--- src/design/assert_macros.svh ---
// ----------------------------------------------------------------------------
// assert_macros.svh
// Concurrent assertion shorthands used by ascii_can_frame_decoder.
// ----------------------------------------------------------------------------
`ifndef ASSERT_MACROS_SVH
`define ASSERT_MACROS_SVH

// same-cycle implication, disabled in reset
`define ASSERT_IMPLIES(lbl, clk, rst, ante, cons, msg) \
  lbl: assert property (@(posedge clk) disable iff (rst) (ante) |-> (cons)) else $error(msg);

// next-cycle implication, disabled in reset
`define ASSERT_NEXT(lbl, clk, rst, ante, cons, msg) \
  lbl: assert property (@(posedge clk) disable iff (rst) (ante) |=> (cons)) else $error(msg);

`endif

--- src/design/acfd_pkg.sv ---
// ----------------------------------------------------------------------------
// acfd_pkg
// Shared types and constants of the ASCII CAN frame decoder.
// ----------------------------------------------------------------------------
package acfd_pkg;

  localparam int QUEUE_DEPTH = 4;

  localparam logic [7:0] CHAR_CR    = 8'h0d;
  localparam logic [7:0] CHAR_0     = 8'h30;
  localparam logic [7:0] CHAR_8     = 8'h38;
  localparam logic [7:0] CHAR_9     = 8'h39;
  localparam logic [7:0] CHAR_UA    = 8'h41;
  localparam logic [7:0] CHAR_UF    = 8'h46;
  localparam logic [7:0] CHAR_LA    = 8'h61;
  localparam logic [7:0] CHAR_LF    = 8'h66;
  localparam logic [7:0] CHAR_STD_D = 8'h74;  // t
  localparam logic [7:0] CHAR_STD_R = 8'h72;  // r
  localparam logic [7:0] CHAR_EXT_D = 8'h54;  // T
  localparam logic [7:0] CHAR_EXT_R = 8'h52;  // R

  localparam logic [4:0] POS_MAX = 5'd31;

  typedef enum logic [1:0] {
    KIND_NONE = 2'd0,
    KIND_STD  = 2'd1,
    KIND_EXT  = 2'd2
  } kind_t;

  // one classified character
  typedef struct packed {
    logic       is_cr;
    kind_t      kind;    // frame type if this were the first character
    logic       rmt;
    logic       hex_ok;
    logic       len_ok;  // '0'..'8'
    logic [3:0] nib;
  } tok_t;

endpackage

--- src/design/acfd_front.sv ---
// ----------------------------------------------------------------------------
// acfd_front
// Classifies each received character into a parser token.
// ----------------------------------------------------------------------------
module acfd_front import acfd_pkg::*; (
  input  logic [7:0] rx_byte,
  output tok_t       tok
);

  logic is_dec, is_lc, is_uc;

  always_comb begin
    is_dec = (rx_byte >= CHAR_0) && (rx_byte <= CHAR_9);
    is_lc  = (rx_byte >= CHAR_LA) && (rx_byte <= CHAR_LF);
    is_uc  = (rx_byte >= CHAR_UA) && (rx_byte <= CHAR_UF);

    tok.is_cr  = (rx_byte == CHAR_CR);
    tok.rmt    = (rx_byte == CHAR_STD_R) || (rx_byte == CHAR_EXT_R);
    tok.hex_ok = is_dec || is_lc || is_uc;
    tok.len_ok = (rx_byte >= CHAR_0) && (rx_byte <= CHAR_8);
    // letters: low nibble 1..6 maps to 10..15
    tok.nib    = is_dec ? rx_byte[3:0] : (rx_byte[3:0] + 4'd9);

    if ((rx_byte == CHAR_STD_D) || (rx_byte == CHAR_STD_R)) begin
      tok.kind = KIND_STD;
    end else if ((rx_byte == CHAR_EXT_D) || (rx_byte == CHAR_EXT_R)) begin
      tok.kind = KIND_EXT;
    end else begin
      tok.kind = KIND_NONE;
    end
  end

endmodule

--- src/design/acfd_tokq.sv ---
// ----------------------------------------------------------------------------
// acfd_tokq
// Small token queue between the classifier and the line parser.
// ----------------------------------------------------------------------------
module acfd_tokq import acfd_pkg::*; #(
  parameter int DEPTH = QUEUE_DEPTH
) (
  input  logic clk,
  input  logic rst,
  input  logic wr_en,
  input  tok_t wr_tok,
  output logic full,
  input  logic rd_en,
  output logic rd_valid,
  output tok_t rd_tok
);

  localparam int AW = (DEPTH > 1) ? $clog2(DEPTH) : 1;
  localparam int CW = $clog2(DEPTH + 1);

  tok_t          mem [DEPTH];
  logic [AW-1:0] wr_ptr, rd_ptr;
  logic [CW-1:0] count;

  assign full     = (count == CW'(DEPTH));
  assign rd_valid = (count != '0);
  assign rd_tok   = mem[rd_ptr];

  always_ff @(posedge clk) begin
    if (wr_en) begin
      mem[wr_ptr] <= wr_tok;
    end
  end

  always_ff @(posedge clk) begin
    if (rst) begin
      wr_ptr <= '0;
      rd_ptr <= '0;
      count  <= '0;
    end else begin
      if (wr_en) begin
        wr_ptr <= (wr_ptr == AW'(DEPTH - 1)) ? '0 : wr_ptr + 1'b1;
      end
      if (rd_en) begin
        rd_ptr <= (rd_ptr == AW'(DEPTH - 1)) ? '0 : rd_ptr + 1'b1;
      end
      if (wr_en && !rd_en) begin
        count <= count + 1'b1;
      end else if (rd_en && !wr_en) begin
        count <= count - 1'b1;
      end
    end
  end

endmodule

--- src/design/acfd_back.sv ---
// ----------------------------------------------------------------------------
// acfd_back
// Line parser: walks tokens through a frame line and holds the decoded frame.
// ----------------------------------------------------------------------------
module acfd_back import acfd_pkg::*; (
  input  logic        clk,
  input  logic        rst,
  input  logic        tok_valid,
  input  tok_t        tok,
  output logic        tok_pop,
  output logic        empty,
  input  logic        pop,
  output logic [28:0] frame_id,
  output logic        extended,
  output logic        remote,
  output logic [3:0]  byte_count,
  output logic [63:0] payload
);

  logic [4:0]  pos, pos_next;
  kind_t       kind, kind_next;
  logic        rmt, rmt_next;
  logic [28:0] id, id_next;
  logic [3:0]  len, len_next;
  logic [63:0] pay, pay_next;
  logic        bad, bad_next;
  logic        out_valid;

  logic [4:0] idlen, off, len2, need;
  logic [3:0] nidx;
  logic       good;

  // a carriage return waits only while a frame is still held
  assign tok_pop = tok_valid && (!tok.is_cr || !out_valid || pop);
  assign empty   = !out_valid;

  always_comb begin
    idlen = (kind == KIND_EXT) ? 5'd8 : 5'd3;
    off   = pos - idlen - 5'd2;
    len2  = {len, 1'b0};
    need  = idlen + 5'd2 + (rmt ? 5'd0 : len2);
    nidx  = {off[3:1], ~off[0]};  // high nibble of a byte comes first
    good  = (kind != KIND_NONE) && !bad && (pos == need);

    pos_next  = pos;
    kind_next = kind;
    rmt_next  = rmt;
    id_next   = id;
    len_next  = len;
    pay_next  = pay;
    bad_next  = bad;

    if (tok_pop) begin
      if (tok.is_cr) begin
        pos_next  = '0;
        kind_next = KIND_NONE;
        rmt_next  = 1'b0;
        id_next   = '0;
        len_next  = '0;
        pay_next  = '0;
        bad_next  = 1'b0;
      end else begin
        if (pos == 5'd0) begin
          kind_next = tok.kind;
          rmt_next  = tok.rmt;
          bad_next  = (tok.kind == KIND_NONE);
        end else if (!bad && (kind != KIND_NONE)) begin
          if (pos <= idlen) begin
            if (tok.hex_ok) begin
              id_next = {id[24:0], tok.nib};
            end else begin
              bad_next = 1'b1;
            end
          end else if (pos == idlen + 5'd1) begin
            if (tok.len_ok) begin
              len_next = tok.nib;
            end else begin
              bad_next = 1'b1;
            end
          end else if (rmt || (off >= len2) || !tok.hex_ok) begin
            bad_next = 1'b1;
          end else begin
            pay_next[{nidx, 2'b00} +: 4] = pay[{nidx, 2'b00} +: 4] | tok.nib;
          end
        end
        pos_next = (pos == POS_MAX) ? POS_MAX : pos + 5'd1;
      end
    end
  end

  always_ff @(posedge clk) begin
    if (rst) begin
      pos       <= '0;
      kind      <= KIND_NONE;
      rmt       <= 1'b0;
      id        <= '0;
      len       <= '0;
      pay       <= '0;
      bad       <= 1'b0;
      out_valid <= 1'b0;
    end else begin
      pos  <= pos_next;
      kind <= kind_next;
      rmt  <= rmt_next;
      id   <= id_next;
      len  <= len_next;
      pay  <= pay_next;
      bad  <= bad_next;
      if (tok_pop && tok.is_cr && good) begin
        out_valid <= 1'b1;
      end else if (pop) begin
        out_valid <= 1'b0;
      end
    end
  end

  always_ff @(posedge clk) begin
    if (tok_pop && tok.is_cr && good) begin
      frame_id   <= id;
      extended   <= (kind == KIND_EXT);
      remote     <= rmt;
      byte_count <= len;
      payload    <= rmt ? 64'd0 : pay;
    end
  end

endmodule

--- src/design/ascii_can_frame_decoder.sv ---
// ----------------------------------------------------------------------------
// ascii_can_frame_decoder
// Decodes ASCII CAN frame lines (t/r/T/R, id, length, data, CR) into frames.
// ----------------------------------------------------------------------------
//  channel   | handshake         | payload
//  ----------+-------------------+----------------------------------------------
//  input     | push / full       | rx_byte
//  result    | empty / pop       | frame_id, extended, remote, byte_count, payload
//
//  One character per cycle while full is low; a character is registered in
//  the token queue, and a frame is registered on the result ports from its CR.
//  Synchronous reset empties the token queue and clears the line state.
//  While a frame waits to be popped, ordinary characters flow until a CR heads
//  the token queue; the CR waits, and full rises once DEPTH characters back up.
// ----------------------------------------------------------------------------
`include "assert_macros.svh"

module ascii_can_frame_decoder import acfd_pkg::*; #(
  parameter int DEPTH = QUEUE_DEPTH
) (
  input  logic        clk,
  input  logic        rst,
  input  logic        push,
  output logic        full,
  input  logic [7:0]  rx_byte,
  output logic        empty,
  input  logic        pop,
  output logic [28:0] frame_id,
  output logic        extended,
  output logic        remote,
  output logic [3:0]  byte_count,
  output logic [63:0] payload
);

  tok_t in_tok, q_tok;
  logic q_valid, q_pop, q_push;

  assign q_push = push && !full;

  acfd_front u_front (
    .rx_byte (rx_byte),
    .tok     (in_tok)
  );

  acfd_tokq #(
    .DEPTH (DEPTH)
  ) u_tokq (
    .clk      (clk),
    .rst      (rst),
    .wr_en    (q_push),
    .wr_tok   (in_tok),
    .full     (full),
    .rd_en    (q_pop),
    .rd_valid (q_valid),
    .rd_tok   (q_tok)
  );

  acfd_back u_back (
    .clk        (clk),
    .rst        (rst),
    .tok_valid  (q_valid),
    .tok        (q_tok),
    .tok_pop    (q_pop),
    .empty      (empty),
    .pop        (pop),
    .frame_id   (frame_id),
    .extended   (extended),
    .remote     (remote),
    .byte_count (byte_count),
    .payload    (payload)
  );

  `ASSERT_IMPLIES(a_full_has_tok, clk, rst, full, q_valid, "queue full but no token")
  `ASSERT_IMPLIES(a_cr_no_overwrite, clk, rst, q_pop && q_tok.is_cr, empty || pop, "frame lost")
  `ASSERT_NEXT(a_rst_clear, clk, 1'b0, rst, empty && !full, "not clear after reset")

endmodule
--- config.mk ---
export PLATFORM = sky130hd
export DESIGN_NAME = ascii_can_frame_decoder
export DESIGN_NICKNAME = d
export VERILOG_FILES = /design/src/design/acfd_pkg.sv /design/src/design/acfd_front.sv /design/src/design/acfd_tokq.sv /design/src/design/acfd_back.sv /design/src/design/ascii_can_frame_decoder.sv
export VERILOG_INCLUDE_DIRS = /design/src /design/src/design
export SDC_FILE = /design/constraint.sdc
export NUM_CORES = 1
export LEC_CHECK = 0
export BUFFER_PORTS_ARGS = -buffer_cell sky130_fd_sc_hd__buf_4
export CAP_MARGIN = 20
export CELL_PAD_IN_SITES_DETAIL_PLACEMENT = 1
export CELL_PAD_IN_SITES_GLOBAL_PLACEMENT = 2
export CORE_UTILIZATION = 40
export DETAILED_ROUTE_END_ITERATION = 12
export MAX_ROUTING_LAYER = met4
export PLACE_DENSITY_LB_ADDON = 0.1
export SYNTH_ARGS = -nofsm -noshare
export SYNTH_HDL_FRONTEND = slang
export SYNTH_SLANG_ARGS = --single-unit
export TNS_END_PERCENT = 1
--- constraint.sdc ---
create_clock -name clk -period 14.1 [get_ports clk]
set_input_delay 1.41 -clock clk [delete_from_list [all_inputs] [get_ports clk]]
set_output_delay 1.41 -clock clk [all_outputs]
set_load 0.02 [all_outputs]
==> Word-level counts from Yosys, hierarchy flattened <==
Memory sizes are Yosys's and may differ from the RTL's. A register that Yosys moved wholly into a read port is not among the register bits.
Index checks and enable logic that the tools add are counted.
{ "totals": {"regBits": 213, "latchBits": 0, "ram_bits": 40, "romBits": 0, "in_bits": 12, "output_inout_bits": 101, "wordCells": 155, "memories": 1} }
{ "mem_list": {"columns": ["memory", "depth", "width", "rd", "rd_clocked_by_memory_dff", "write_ports", "line", "source"], "rows": [
  ["u_tokq.mem", 4, 10, 1, 1, 1, "acfd_tokq.sv:21", "tok_t mem [DEPTH];"]
]} }
{ "classes": {"add_sub_neg": 12, "mul": 0, "n_div": 0, "order_cmp": 9, "n_eq_ne": 18, "shifts": 3, "muxes": 47, "bitwise_logic": 2, "reduce_logical": 47} }
{ "ops": {"columns": ["op", "count"], "rows": [
  ["$mux W64", 6],
  ["$mux W29", 5],
  ["$bwmux W64", 1],
  ["$shift A4 B8 Y64 const A", 1],
  ["$shiftx A4 B8 Y64", 1],
  ["$shiftx A64 B7 Y4", 1],
  ["$eq A8 B7 Y1 const B", 4],
  ["$mux W4", 8],
  ["$reduce_bool A2 Y1", 9],
  ["$ge A8 B7 Y1 const B", 2],
  ["$le A8 B6 Y1 const B", 2],
  ["$le A8 B7 Y1 const B", 2],
  ["$mux W2", 8],
  ["$mux W5", 3],
  ["$mux W1", 14],
  ["$logic_and A1 B1 Y1", 12],
  ["$reduce_and A6 Y1", 2],
  ["$add A5 B1 Y5 const B", 2],
  ["$eq A5 B5 Y1", 2],
  ["$reduce_and A5 Y1", 2],
  ["$logic_or A1 B1 Y1", 9],
  ["$eq A8 B4 Y1 const B", 1],
  ["$ge A8 B6 Y1 const B", 1],
  ["$ne A2 B1 Y1 const B", 4],
  ["25 further kinds", 36]
]} }

==> Longest topological paths before layout <==
Gate-level depths: netlist (run 1).
{ "logic_depth": {"depth_word": 15, "depth_mapped": 17, "ltp_nobuf": 15} }

==> Modules after synthesis <==
Synthesis (run 1) repeated with hierarchy kept, for this count alone.
{ "hier_totals": {"hier_cells": 960, "area_unflattened_um2": 11417.2} }
{ "by_module_without_submodules": {"columns": ["mod", "instances", "cells_per_inst", "area_per_inst_um2", "seq_area_each_um2"], "rows": [
  ["acfd_back", 1, 822, 9218.8, 5114.9],
  ["acfd_tokq", 1, 96, 1884.3, 1381.3],
  ["acfd_front", 1, 41, 300.3, 0.0],
  ["ascii_can_frame_decoder", 1, 1, 13.8, 0.0]
]} }

==> Worst setup path after synthesis (run 1) <==
No wires, ideal clock.
{ "synth_timing": {"path_kind": "reg-to-reg", "startpoint": "register u_back.rmt", "endpoint": "register u_back.byte_count[0], enable pin", "arrival_ns": 11.462, "required_ns": 13.297, "path_slack_ns": 1.835, "stages_incl_launch_ff": 10, "path_buffers": 1, "synth_period_minus_slack_ns": 12.265, "path_cell_list": "dfxtp_1 -> clkbuf_1 -> nand2b_1 -> ha_1 -> inv_1 -> ha_1 -> ha_1 -> xor2_1 -> or4_1 -> nor4_1"} }
{ "synth_between": {"elab_chain_cells": 5} }
{ "synth_lines": {"columns": ["item", "line", "source"], "rows": [
  ["start, declared", "acfd_back.sv:22", "logic rmt, rmt_next;"],
  ["start signal, assigned", "acfd_back.sv:104", "rmt <= rmt_next;"],
  ["$mux W5", "acfd_back.sv:41", "need = idlen + 5'd2 + (rmt ? 5'd0 : len2);"],
  ["$add A5 B5 Y5", "acfd_back.sv:41", null],
  ["$eq A5 B5 Y1", "acfd_back.sv:43", "good = (kind != KIND_NONE) && !bad && (pos == need);"],
  ["$logic_and A1 B1 Y1", "acfd_back.sv:43", null],
  ["$logic_and A1 B1 Y1", "acfd_back.sv:118", "if (tok_pop && tok.is_cr && good) begin"],
  ["end signal, assigned", "acfd_back.sv:122", "byte_count <= len;"],
  ["end, declared", "acfd_back.sv:16", "output logic [3:0] byte_count,"]
]} }
Every way passes these cells.
A chain may end at the register's enable or synchronous reset.

==> Final worst setup path (run 1) <==
{ "layout_timing": {"startpoint": "register u_back.pos[1]", "endpoint": "register u_back.pay[60]"} }
{ "layout_between": {"elab_chain_cells": 12, "elab_cells_between_ends": 25, "classes_between": "add/sub: 3; order compare: 2; eq/ne: 5; shift: 3; mux: 7; bitwise: 1; reduce/logical: 4"} }
{ "layout_lines": {"columns": ["item", "line", "source"], "rows": [
  ["start, declared", "acfd_back.sv:20", "logic [4:0] pos, pos_next;"],
  ["start signal, assigned", "acfd_back.sv:102", "pos <= pos_next;"],
  ["$sub A5 B5 Y5", "acfd_back.sv:39", "off = pos - idlen - 5'd2;"],
  ["$sub A5 B2 Y5", "acfd_back.sv:39", null],
  ["$shiftx A64 B7 Y4", "acfd_back.sv:83", "pay_next[{nidx, 2'b00} +: 4] = pay[{nidx, 2'b00} +: 4] | tok.nib;"],
  ["$or A4 B4 Y4", "acfd_back.sv:83", null],
  ["$shiftx A4 B8 Y64", "acfd_back.sv:83", null],
  ["$bwmux W64", "acfd_back.sv:83", null],
  ["$mux W64", "acfd_back.sv:80", "end else if (rmt || (off >= len2) || !tok.hex_ok) begin"],
  ["$mux W64", "acfd_back.sv:74", "end else if (pos == idlen + 5'd1) begin"],
  ["$mux W64", "acfd_back.sv:68", "if (pos <= idlen) begin"],
  ["$mux W64", "acfd_back.sv:67", "end else if (!bad && (kind != KIND_NONE)) begin"],
  ["$mux W64", "acfd_back.sv:63", "if (pos == 5'd0) begin"],
  ["$mux W64", "acfd_back.sv:54", "if (tok.is_cr) begin"],
  ["end signal, assigned", "acfd_back.sv:107", "pay <= pay_next;"],
  ["end, declared", "acfd_back.sv:25", "logic [63:0] pay, pay_next;"]
]} }
Several ways; a longest one is shown, not always the timed one. The select of a mux whose other input is x is not followed.

==> results of run 1 <==
[worst reg2reg max path: cells and delay by family, from the launching register on]
kind,cells,cell delay (ns)
AOI/OAI and AO/OA,4,1.08
xor gates and xnor gates,1,0.17
adders and majority gates,4,1.20
and+or+nand+nor,1,0.40
DFF,1,0.47
buffers and inverters,6,1.07
[power by group through the flow]
stage                     Sequential (mW)  Combinational (mW)  Clock [mW]
after global placement              0.849               0.805           0
final                               0.836               0.836       0.719
after floorplan                     0.836               0.592           0
after CTS                           0.837               0.830       0.735
after global routing                0.840               0.908       0.764
after detailed placement            0.853               0.824           0
[cells by family (layout without fill, tap and decap cells)]
kind of cell	after synthesis	in the layout	synth area share
XOR/XNOR	17	17	0.0138
flip-flops	255	255	0.601
multiplexers	30	30	0.0597
adder cells (fa/ha/maj)	34	34	0.0407
AO/OA/AOI/OAI	211	211	0.132
AND/OR/NAND/NOR	242	242	0.124
buffers and inverters	74	205	0.0288
[per-stage QoR]
step	std cells	cell area, um2	power [mW]	util
6_report	1329	12900	2.39	0.492
5_1_grt	1329	12900	2.51	0.492
4_1_cts	1328	12900	2.40	0.491
3_5_place_dp	1276	12000	1.68	0.455
3_3_place_gp	1276	12000	1.65	0.455
2_1_floorplan	863	10800	1.43	-
[synth_stat cells (11+ instances only)]
cell	number	area, um2
mux4_2	21	473
clkbuf_1	31	116
ha_1	32	400
nor2_1	81	304
a22oi_1	36	270
a22o_1	32	280
a21oi_1	25	125
dfxtp_1	116	2320
edfxtp_1	139	4170
o21ai_0	54	270
nand2_1	17	63.8
inv_1	27	101
o21ai_1	17	85.1
xnor2_1	11	96.3
nor2b_1	75	469
[area by class of cell]
cell class | instances | area (um2)
sequential | 255 | 6500
multi-input combinational | 534 | 4010
clock buffer | 38 | 748
tap | 335 | 419
inverter | 28 | 106
fill | 2728 | 13400
timing repair buffer | 125 | 958
clock inverter | 14 | 175
[how the worst max path moves through the flow]
stage	end	slack [ns]	cells after the start
6_report	u_back.pay[60]	9.60	16
4_1_cts	u_back.pay[61]	9.65	16
5_1_grt	u_back.pay[60]	9.35	16
3_3_place_gp	u_back.pay[61]	9.91	16
2_1_floorplan	u_back.byte_count[0]	1.83	9
3_5_place_dp	u_back.pay[52]	9.66	16
[flip-flops by register name, summed over array words and instances, names as in the netlist, 3 cells and up, named ones only]
signal	count
u_tokq.mem	40
u_back.pos	5
u_tokq.count	3
u_back.payload	64
u_back.id	29
u_back.pay	64
u_back.byte_count	4
u_back.frame_id	29
u_back.len	4
[metal layers]
metal / vias to the layer above / wire, um / share of wire
met5: - / 0 / 0
met4: 0 / 665 / 0.024
met3: 47 / 1150 / 0.042
met2: 195 / 13100 / 0.48
met1: 3651 / 12400 / 0.45
li1: 3431 / - / -
==> flow_summary.json, run 1 <==
{
  "status": "finished, violations left",
  "failed_checks": "design-rule violations",
  "synth-edff-count": 139,
  "destination_of_the_worst_hold_path": "u_back.frame_id[27]",
  "drt_first_iter_violations": 346,
  "numPortBuffers": 112,
  "clock_insertion_delay_worst_skew_ns": 0.54,
  "finish_stage_setup_viols": 0,
  "static-leakage-power_nw": 4.87,
  "hold_ws_ns": 0.442,
  "root_buf_cell": "clkbuf_16",
  "use_met2": 0.331,
  "die_x_um": 166,
  "die_area_um2": 27700,
  "most-common-layout-cells": "edfxtp_1, buf_4, dfxtp_1, nor2_1, nor2b_1",
  "tightest_slew_ns": 0.872,
  "mappedNetlistNets": 909,
  "crit_buf_inv": 6,
  "drt-vias-per-instance": 5.51,
  "htree_levels": 1,
  "synth_async_sr_flop_share": 0,
  "route.detailed.drc": 15,
  "routabilityCongestion": 0.859,
  "ctsLongestPathBuffers": 3,
  "part_of_the_power_in_combinational_logic": 0.350,
  "detailedRoute.firstPassIterationCount": 8,
  "synth.ff_latch_count": 255,
  "globalRouteOverflowTotal": 0,
  "die_height_um": 166,
  "grt_max_degree": 69,
  "p_sw_uw": 891,
  "reg2reg_to": "u_back.pay[60]",
  "share_seq_of_total_power": 0.350,
  "critical_path.max_fanout": 37,
  "layout_min_cycle_time_ns": 4.50,
  "groute.layer.met1.usage": 0.271,
  "number_of_buffers_added_to_fix_hold_violations_after_cts": 0,
  "grt_busiest_layer": "met2",
  "library_cell_contributing_the_largest_single_delay_on_the_critical_path": "dfxtp_1",
  "initial_utilization": 0.411,
  "fin_nets": 1018,
  "netlist-cell-type-count": 66,
  "global_route.usage.met3": 0.0236,
  "number_of_resized_instances_in_the_post_cts_repair_step": 0,
  "crit_required_ns": 14.52,
  "hold_path_depth": 0,
  "worst_path_most_repeated_cell": "inv_1",
  "post_drt_wl_per_cell_um": 20.6,
  "ys_dominant_reg_cell": "edfxtp_1",
  "timing.critical_path.from": "u_back.pos[1]",
  "cts_setup_buffers": 0,
  "antenna_violations_before_repair": 0,
  "tritoncts.num_buffers": 28,
  "crit_chain": "inv_1 -> ha_1 -> inv_1 -> ha_1 -> inv_1 -> fa_1 -> xor2_1 -> buf_4 -> inv_1 -> ha_1 -> a21o_1 -> a22oi_1 -> a311oi_2 -> buf_4 -> or2_2 -> a22o_1",
  "regToRegSetupSlack_ns": 9.60,
  "post-route-worst-setup-slack_ns": 9.60,
  "num_antenna_cells": 0,
  "finalMaxSlewViolations": 0,
  "dp.final_hpwl_mm": 19.3,
  "number_of_cell_instances_on_the_worst_register_to_register_path": 16,
  "floorplan.core_area_um2": 26300,
  "cts_tree": "done",
  "finalCritPeriodShare": 0.319,
  "synth-seq-area-share": 0.601,
  "postRouteAntennaNets": 0,
  "grt_pass1_wl_mm": 43.6,
  "area_delta_synth_final_pct": 19.5,
  "startpoint_type": "flip-flop",
  "post_route_cells_drive_above_1_share": 0.212,
  "power_per_cell_area_nw_per_um2": 185,
  "critical-path-max-stage-delay_ns": 0.47,
  "numClockSinks": 255,
  "crit_type": "flip-flop to flip-flop",
  "timing.setup.tns_ns": 0,
  "syn_area_um2": 10800,
  "clock_slew_seen_by_the_registers_of_the_worst_setup_and_hold_paths_ns": 0.06,
  "post-place-ws_ns": 9.66,
  "grt_usage": 0.205,
  "timing.clock.skew_ns": 0.0195,
  "type_of_the_most_critical_hold_path": "flip-flop to flip-flop",
  "syn_inst": 863,
  "min-delay-start": "u_back.id[27]",
  "endpoint_kind": "flip-flop",
  "switching_share": 0.373,
  "route.vias.total": 7324,
  "final-hold-violation-count": 0,
  "synth_warnings": 0,
  "vias_in_the_first_global_route": 7911,
  "syn_avg_cell_area_um2": 12.5,
  "rsz_0062_raised_after_global_routing": "false",
  "slew_headroom": 0.410,
  "placementRows": 59,
  "cellInternalPower_mw": 1.50,
  "finalWirelength_mm": 27.3,
  "timing.fmax_mhz": 222,
  "crit_arrival_ns": 4.92,
  "power.share.clock": 0.301,
  "critPathTopFamily": "adder cells",
  "r2r_start": "u_back.pos[1]",
  "peakVddDrop_mv": 0.104,
  "max_cap_viol_count": 0,
  "final_common_cell": "edfxtp_1",
  "top_level_ports": 113
}
(Power assumes the default switching activity.)
==> run 2, diff against run 1 <==
--- a/config.mk
+++ b/config.mk
@@ -10,7 +10,7 @@
 export CAP_MARGIN = 20
 export CELL_PAD_IN_SITES_DETAIL_PLACEMENT = 1
 export CELL_PAD_IN_SITES_GLOBAL_PLACEMENT = 2
-export CORE_UTILIZATION = 40
+export CORE_UTILIZATION = 36
 export DETAILED_ROUTE_END_ITERATION = 12
 export MAX_ROUTING_LAYER = met4
 export PLACE_DENSITY_LB_ADDON = 0.1
==> constraint.sdc (replaced) <==
create_clock -name clk -period 3.7 [get_ports clk]
set_input_delay 0.37 -clock clk [delete_from_list [all_inputs] [get_ports clk]]
set_output_delay 0.37 -clock clk [all_outputs]
set_load 0.02 [all_outputs]
==> run 2 against run 1 <==
The flow now finishes without violations. Critical path type unchanged. Highest routed layer unchanged. Sequential share of layout area down 1.3 points. Register-to-register slack worse by 9.4 ns. Clock power rose to 3.9 times the previous value. Combinational power rose to 4.1 times the previous value. Sequential cell count unchanged. Sequential power rose to 3.8 times the previous value. Fmax up 29%. Routed wire length down 0.27%. Global-route usage down 2.1 points. Die area up 11%. Utilization down 4.3 points. Worst hold slack worse by 0.27 ns.
==> flow_summary.json, run 2 (synthesis results as in run 1) <==
{
  "fin_nets": 1034,
  "dp.final_hpwl_mm": 19.1,
  "slew_headroom": 0.554,
  "multi_input_comb_area_um2": 4140,
  "crit_chain": "nand2b_4 -> ha_1 -> inv_1 -> ha_1 -> inv_1 -> fa_1 -> xor2_1 -> inv_1 -> ha_1 -> nand3_1 -> o211a_1 -> and3_4 -> a311oi_4 -> buf_6 -> or2_2 -> a22o_1",
  "detailedRoute.firstPassIterationCount": 4,
  "vias_in_the_first_global_route": 7340,
  "area_delta_synth_final_pct": 22.7,
  "die_height_um": 175,
  "globalRouteOverflowTotal": 0,
  "library_cell_contributing_the_largest_single_delay_on_the_critical_path": "fa_1",
  "type_of_the_most_critical_hold_path": "input pin to flip-flop",
  "register_area_um2": 6500,
  "timing.fmax_mhz": 287,
  "postRouteAntennaNets": 0,
  "layout.cells.non_filler": 1400,
  "finalCritPeriodShare": 0.941,
  "placed_cells_incl_taps": 1345,
  "cts_tree": "done",
  "layout_min_cycle_time_ns": 3.48,
  "finalMaxSlewViolations": 0,
  "reg2reg_to": "u_back.pay[54]",
  "numPortBuffers": 112,
  "critical_path_depth": 16,
  "final-hold-violation-count": 0,
  "area_of_placed_instances_um2": 12200,
  "route.detailed.drc": 0,
  "crit_arrival_ns": 3.92,
  "grt_usage": 0.184,
  "ctsLongestPathBuffers": 3,
  "die_x_um": 175,
  "routabilityCongestion": 0.802,
  "final_common_cell": "edfxtp_1",
  "power_per_cell_area_nw_per_um2": 708,
  "finalWirelength_mm": 27.2,
  "layout_top_registers": "u_back.pay x64, u_back.payload x64, u_tokq.mem x40",
  "die_area_um2": 30700,
  "timing.clock.skew_ns": 0.0209,
  "destination_of_the_worst_hold_path": "u_tokq.mem[1][8]",
  "static-leakage-power_nw": 5.00,
  "clock_insertion_delay_worst_skew_ns": 0.56,
  "placementRows": 63,
  "critical-path-max-stage-delay_ns": 0.37,
  "grt_pass1_wl_mm": 42.9,
  "status": "complete, no violations",
  "drt_first_iter_violations": 350,
  "r2r_start": "u_back.kind[0]",
  "endpoint_kind": "flip-flop",
  "report.power.total_mw": 9.39,
  "max_cap_viol_count": 0,
  "crit_type": "flip-flop to flip-flop",
  "n_fill_cell": 3081,
  "tritoncts.num_buffers": 28,
  "regToRegSetupSlack_ns": 0.22,
  "tightest_slew_ns": 0.670,
  "timing.setup.tns_ns": 0,
  "route.vias.total": 7170,
  "clock_slew_seen_by_the_registers_of_the_worst_setup_and_hold_paths_ns": 0.06,
  "post-place-ws_ns": 0.117,
  "post_drt_wl_per_cell_um": 19.5,
  "post-route-worst-setup-slack_ns": 0.218,
  "htree_levels": 1,
  "initial_utilization": 0.366,
  "min-delay-start": "rx_byte[5]",
  "crit_buf_inv": 4,
  "critPathTopFamily": "adder cells",
  "number_of_buffers_added_to_fix_hold_violations_after_cts": 0,
  "hold_path_depth": 2,
  "root_buf_cell": "clkbuf_16",
  "top_level_ports": 113,
  "grt_max_degree": 70,
  "drt-vias-per-instance": 5.12,
  "floorplan.core_area_um2": 29600,
  "hold_ws_ns": 0.167,
  "num_antenna_cells": 0,
  "antenna_violations_before_repair": 0,
  "most-common-layout-cells": "edfxtp_1, buf_4, dfxtp_1, nor2_1, nor2b_1",
  "critical_path.max_fanout": 7,
  "finish_stage_setup_viols": 0,
  "post_route_cells_drive_above_1_share": 0.245,
  "crit_required_ns": 4.14,
  "peakVddDrop_mv": 0.429,
  "number_of_cell_instances_on_the_worst_register_to_register_path": 16,
  "timing.critical_path.from": "u_back.kind[0]",
  "startpoint_type": "flip-flop",
  "final_core_util": 0.449,
  "numClockSinks": 255,
  "fin_area_um2": 13300
}
-- run 2: report_power, final --
part / internal [mW] / total [mW] / switching (mW) / leakage [nW]
clock network: 1.69 / 2.80 / 1.11 / 0.459
registers: 3.08 / 3.19 / 0.109 / 2.25
logic: 1.16 / 3.40 / 2.24 / 2.30
total: 5.93 / 9.39 / 3.46 / 5.00
-- run 2: repair_timing --
item	in CTS	in global routing
setup buffers	0	2
setup endpoints to repair	0	64
resized for setup	0	25
-- run 2: worst max path at each step --
stage                                      end
after detailed placement        u_back.pay[54]
final                           u_back.pay[54]
after global routing            u_back.pay[27]
after global placement          u_back.pay[61]
after CTS                       u_back.pay[11]
after floorplan           u_back.byte_count[0]
-- run 2: layer usage --
| layer | GRT usage | share of wire | vias up |
|---|---|---|---|
| met2 | 0.291 | 0.46 | 119 |
| met1 | 0.252 | 0.49 | 3553 |
| met5 | - | 0 | - |
| li1 | - | - | 3468 |
| met3 | 0.0251 | 0.035 | 30 |
| met4 | 0.0366 | 0.014 | 0 |
-- run 2: area by class of cell --
type,count,area share
Sequential cell,255,0.490
Multi-Input combinational cell,534,0.312
Timing Repair Buffer,141,0.0819
Clock buffer,41,0.0595
Tap cell,390,0.0368
Clock inverter,11,0.0114
Inverter,28,0.00802
-- run 2: worst reg2reg max path, delay by kind of cell, from the launching register on --
kind | cells | cell delay [ns]
fa+ha+maj | 4 | 1.13
compound gates | 3 | 0.51
xor+xnor | 1 | 0.20
buf+inv | 4 | 0.37
simple gates | 4 | 0.83
flops | 1 | 0.32
